[src/rtl/mse_ram.sv]
`timescale 1ns / 1ps

module mse_ram #(
	parameter int WIDTH = 8,
	parameter int DEPTH = 256,
	localparam int AW = (DEPTH > 1) ? $clog2(DEPTH) : 1
) (
	input  logic             clk,
	input  logic             wr_en,
	input  logic [AW-1:0]    wr_addr,
	input  logic [WIDTH-1:0] wr_data,
	input  logic             rd_en,
	input  logic [AW-1:0]    rd_addr,
	output logic [WIDTH-1:0] rd_data
);

	logic [WIDTH-1:0] mem [DEPTH];
	logic [WIDTH-1:0] rd_data_q;

	always_ff @(posedge clk) begin
		if (wr_en)
			mem[wr_addr] <= wr_data;
		if (rd_en)
			rd_data_q <= mem[rd_addr];
	end

	assign rd_data = rd_data_q;

endmodule

[config.mk]
export PLATFORM = sky130hd
export DESIGN_NAME = mse_ram
export DESIGN_NICKNAME = d
export VERILOG_FILES = /design/src/rtl/mse_ram.sv
export SDC_FILE = /design/constraint.sdc
export NUM_CORES = 2
export LEC_CHECK = 0
export ABC_AREA = 1
export ABC_CLOCK_PERIOD_IN_PS = 3450
export BUFFER_PORTS_ARGS = -buffer_cell sky130_fd_sc_hd__buf_4
export CELL_PAD_IN_SITES_DETAIL_PLACEMENT = 0
export CELL_PAD_IN_SITES_GLOBAL_PLACEMENT = 1
export CORE_MARGIN = 2
export CORE_UTILIZATION = 35
export CTS_CLUSTER_DIAMETER = 200
export DETAILED_ROUTE_END_ITERATION = 6
export GPL_TIMING_DRIVEN = 1
export PLACE_DENSITY_LB_ADDON = 0.12
export SLEW_MARGIN = 30
export SYNTH_ARGS = -nofsm -noshare
export SYNTH_HDL_FRONTEND = slang
export SYNTH_SLANG_ARGS = --single-unit
[constraint.sdc]
create_clock -name clk -period 3.45 [get_ports clk]
set_input_delay 0.69 -clock clk [delete_from_list [all_inputs] [get_ports clk]]
set_output_delay 0.69 -clock clk [all_outputs]
set_load 0.05 [all_outputs]
==> metrics.log <==
INFO  metric status = complete, but fails checks
INFO  metric failed_checks = DRC
INFO  metric synth_simple_gate_area_share = 0.229
INFO  metric wl_met1 = 123000 um
INFO  metric total_power = 0.0544 W
INFO  metric cts_tree = done
INFO  metric ys_warn_count = 0
INFO  metric antenna_violations_before_repair = 19
INFO  metric numCtsBuffers = 225
INFO  metric rsz0062_at_grt = no
INFO  metric setup.worst_path.start_class = input port
INFO  metric final_nets = 7285
INFO  metric insertion_delay = 0.86 ns
INFO  metric final_period_minus_worst_setup_slack = 2.48 ns
INFO  metric critical_path_required = 4.17 ns
INFO  metric grt_pass1_vias = 53003
INFO  metric cts.htree.levels = 4
INFO  metric power_per_cell_area = 559 mW/mm2
INFO  metric synth-seq-area-share = 0.740
INFO  metric clock-skew-final = 0.0314 ns
INFO  metric synth-xor-area-share = 0
INFO  metric dp.cells = 10198
INFO  metric post_synth_mux_area_share = 0
INFO  metric period_share = 0.720
INFO  metric min-delay-path-class = input port to flop
INFO  metric viasPerCell = 5.15
INFO  metric synthesis.instances = 7003
INFO  metric initial_utilization = 0.351
INFO  metric fin_tns_setup = 0 ns
INFO  metric path_class = input port to flop
INFO  metric area_fraction_in_compound_gates_after_synthesis = 0
INFO  metric mappedNetlistArea = 0.0835 mm2
INFO  metric cap_viol_max_count = 0
INFO  metric fp.dieH = 492 um
INFO  metric report.final.setup_viol = 0
INFO  metric tightest_slew = 1.03 ns
INFO  metric combinational_family_with_the_most_area_after_synthesis = simple AND/OR/NAND/NOR gates
INFO  metric drc_errors = 1
INFO  metric dr.max_layer_used = met5
INFO  metric met2_length = 125000 um
INFO  metric clock-root-buffer = clkbuf_16
INFO  metric detail_route.wl_per_cell = 25.4 um
INFO  metric clockBufferDepth = 3
INFO  metric cp_common_cell = nand3_1
INFO  metric grt_first_pass_wirelength = 389000 um
INFO  metric final_cells = 10613
INFO  metric fillerInstances = 22304
INFO  metric total_congestion_overflow = 0
INFO  metric crit_path_max_fanout = 57
INFO  metric flow.area_growth_from_synthesis = 16.6%
INFO  metric ctsResizeCount = 0
INFO  metric slew_headroom = 0.316
INFO  metric detailedRoute.firstIterationViolations = 4856
INFO  metric postSynthNetCount = 7030
INFO  metric placement_rows = 179
INFO  metric detail_route.first_pass.iterations = 7
INFO  metric netlist.area_leader.share = 0.740
INFO  metric hpwl = 160000 um
INFO  metric num_io_pins = 35
INFO  metric timing.critical_path.cells = buf_8, inv_16, buf_12, buf_4, nand2_1, nand3_1, nand3_1, nand3_1, nand3_1, nand3_1, nand3_1, nand2_1, nand2_1, nand2_1
INFO  metric leakage = 34.1 nW
INFO  metric ys_seq_elements = 2056
INFO  metric cts_setup_buffers = 0
INFO  metric met3RoutedLength = 13500 um
INFO  metric hold_violations = 0
INFO  metric clkSinkCount = 2056
INFO  metric synth_adder_area_share = 0
INFO  metric cp_slowest_stage_delay = 0.34 ns
INFO  metric detail-route-antenna-nets = 0
INFO  metric timing_max_transition_violations_final = 0
INFO  metric place.gp.congestion = 0.799
INFO  metric grt_max_degree = 132
INFO  metric core-area = 0.238 mm2
INFO  metric holdBufCountCts = 0
INFO  metric die_area = 0.242 mm2
INFO  metric finish.utilization = 0.410
INFO  metric max_freq = 403 MHz
INFO  metric post_synth_cell_types = 13
INFO  metric synthTopCellsByArea = edfxtp_1, nand3_1, nand2_1
INFO  metric critical_path.slowest_cell = buf_12
INFO  metric route.vias.total = 54622
INFO  metric syn-mean-instance-area = 11.9 um2
INFO  metric power.ir.vdd_worst = 0.000409 V
INFO  metric worstPathArrival = 3.20 ns
INFO  metric placement.io_buffers = 34
INFO  metric post-synth-top-area-cell = edfxtp_1
INFO  metric timing.critical_path.to_type = flop
INFO  metric drive_gt1_frac = 0.110
INFO  metric grtUsageTotal = 0.220
INFO  metric worst_setup_hold_path_clk_slew = 0.05 ns
INFO  metric die_x = 492 um
INFO  metric routed_wl = 270000 um
final cells by class:
type | count | area (um2) | share of cell area
timing repair buffer | 511 | 5210 | 0.0535
tap | 3167 | 3960 | 0.0407
antenna | 3 | 7.51 | 0.0000771
inverter | 39 | 183 | 0.00188
clock buffer | 295 | 6040 | 0.0621
sequential | 2056 | 61700 | 0.634
clock inverter | 117 | 1010 | 0.0104
multi-input combinational | 4425 | 19200 | 0.197
worst paths after layout:
path / start / end / slack [ns] / cells past startpoint
setup / recovery: rd_addr[0] / rd_data[0]$_DFFE_PP_ / 0.97 / 14
setup reg to reg: mem[117][5]$_DFFE_PP_ / rd_data[5]$_DFFE_PP_ / 1.24 / 10
hold / removal: wr_data[2] / mem[29][2]$_DFFE_PP_ / 0.13 / 1
hold reg to reg: mem[139][7]$_DFFE_PP_ / rd_data[7]$_DFFE_PP_ / 1.09 / 10
critical path: cells and delay by family:
family / cells / cell delay [ns]
buffers and inverters: 4 / 1.01
AND/OR/NAND/NOR: 10 / 1.35
routing by layer:
metal,track usage,up-vias
li1,-,25424
met1,0.315,27406
met2,0.345,1412
met3,0.0327,374
met4,0.0664,6
met5,0,-
cell families (layout without fill, tap and decap cells):
family / after synthesis / after routing
DFF: 2056 / 2056
other: 0 / 3
buffers and inverters: 522 / 962
and+or+nand+nor: 4425 / 4425
where the power goes:
group	switching, W	total [W]	internal [W]
clock network	0.00994	0.0233	0.0133
logic	0.00262	0.00355	0.000924
registers	0.0000376	0.0276	0.0275
total	0.0126	0.0544	0.0418
cell usage after synthesis, drive strengths merged:
cell type  count
buf          371
clkbuf       112
edfxtp      2056
inv           39
nand2       2123
nand3       2019
nor2         283
registers in the layout, summed over array words and instances (netlist names):
register / count
rd_data: 8
mem: 2048
cells in the final DEF, fill, tap and decap left out:
cell,netlist,layout
buf_4,46,396
nand3_1,2019,2019
nand2_2,0,14
inv_6,0,4
diode_2,0,3
clkinvlp_4,0,4
nand2_1,2123,2109
buf_8,1,11
inv_2,2,1
inv_1,36,34
clkbuf_1,112,63
bufinv_16,0,15
nor2_1,283,283
clkinv_16,0,3
buf_12,0,103
inv_8,0,2
clkinv_2,0,33
edfxtp_1,2056,2056
clkbuf_16,0,232
clkinv_1,0,57
clkinv_8,0,2
buf_6,16,1
inv_16,0,1
through the flow:
stage / area [um2] / hold WS, ns / setup slack [ns]
global placement: 90300 / 1.01 / 0.195
detailed placement: 90300 / 1.01 / 0.189
global route: 97300 / 0.0877 / 0.935
finish: 97300 / 0.129 / 0.966
CTS: 97300 / 0.0653 / 0.852
floorplan: 83500 / 0.789 / 1.27
No activity file was read; power rests on OpenSTA's default activity.
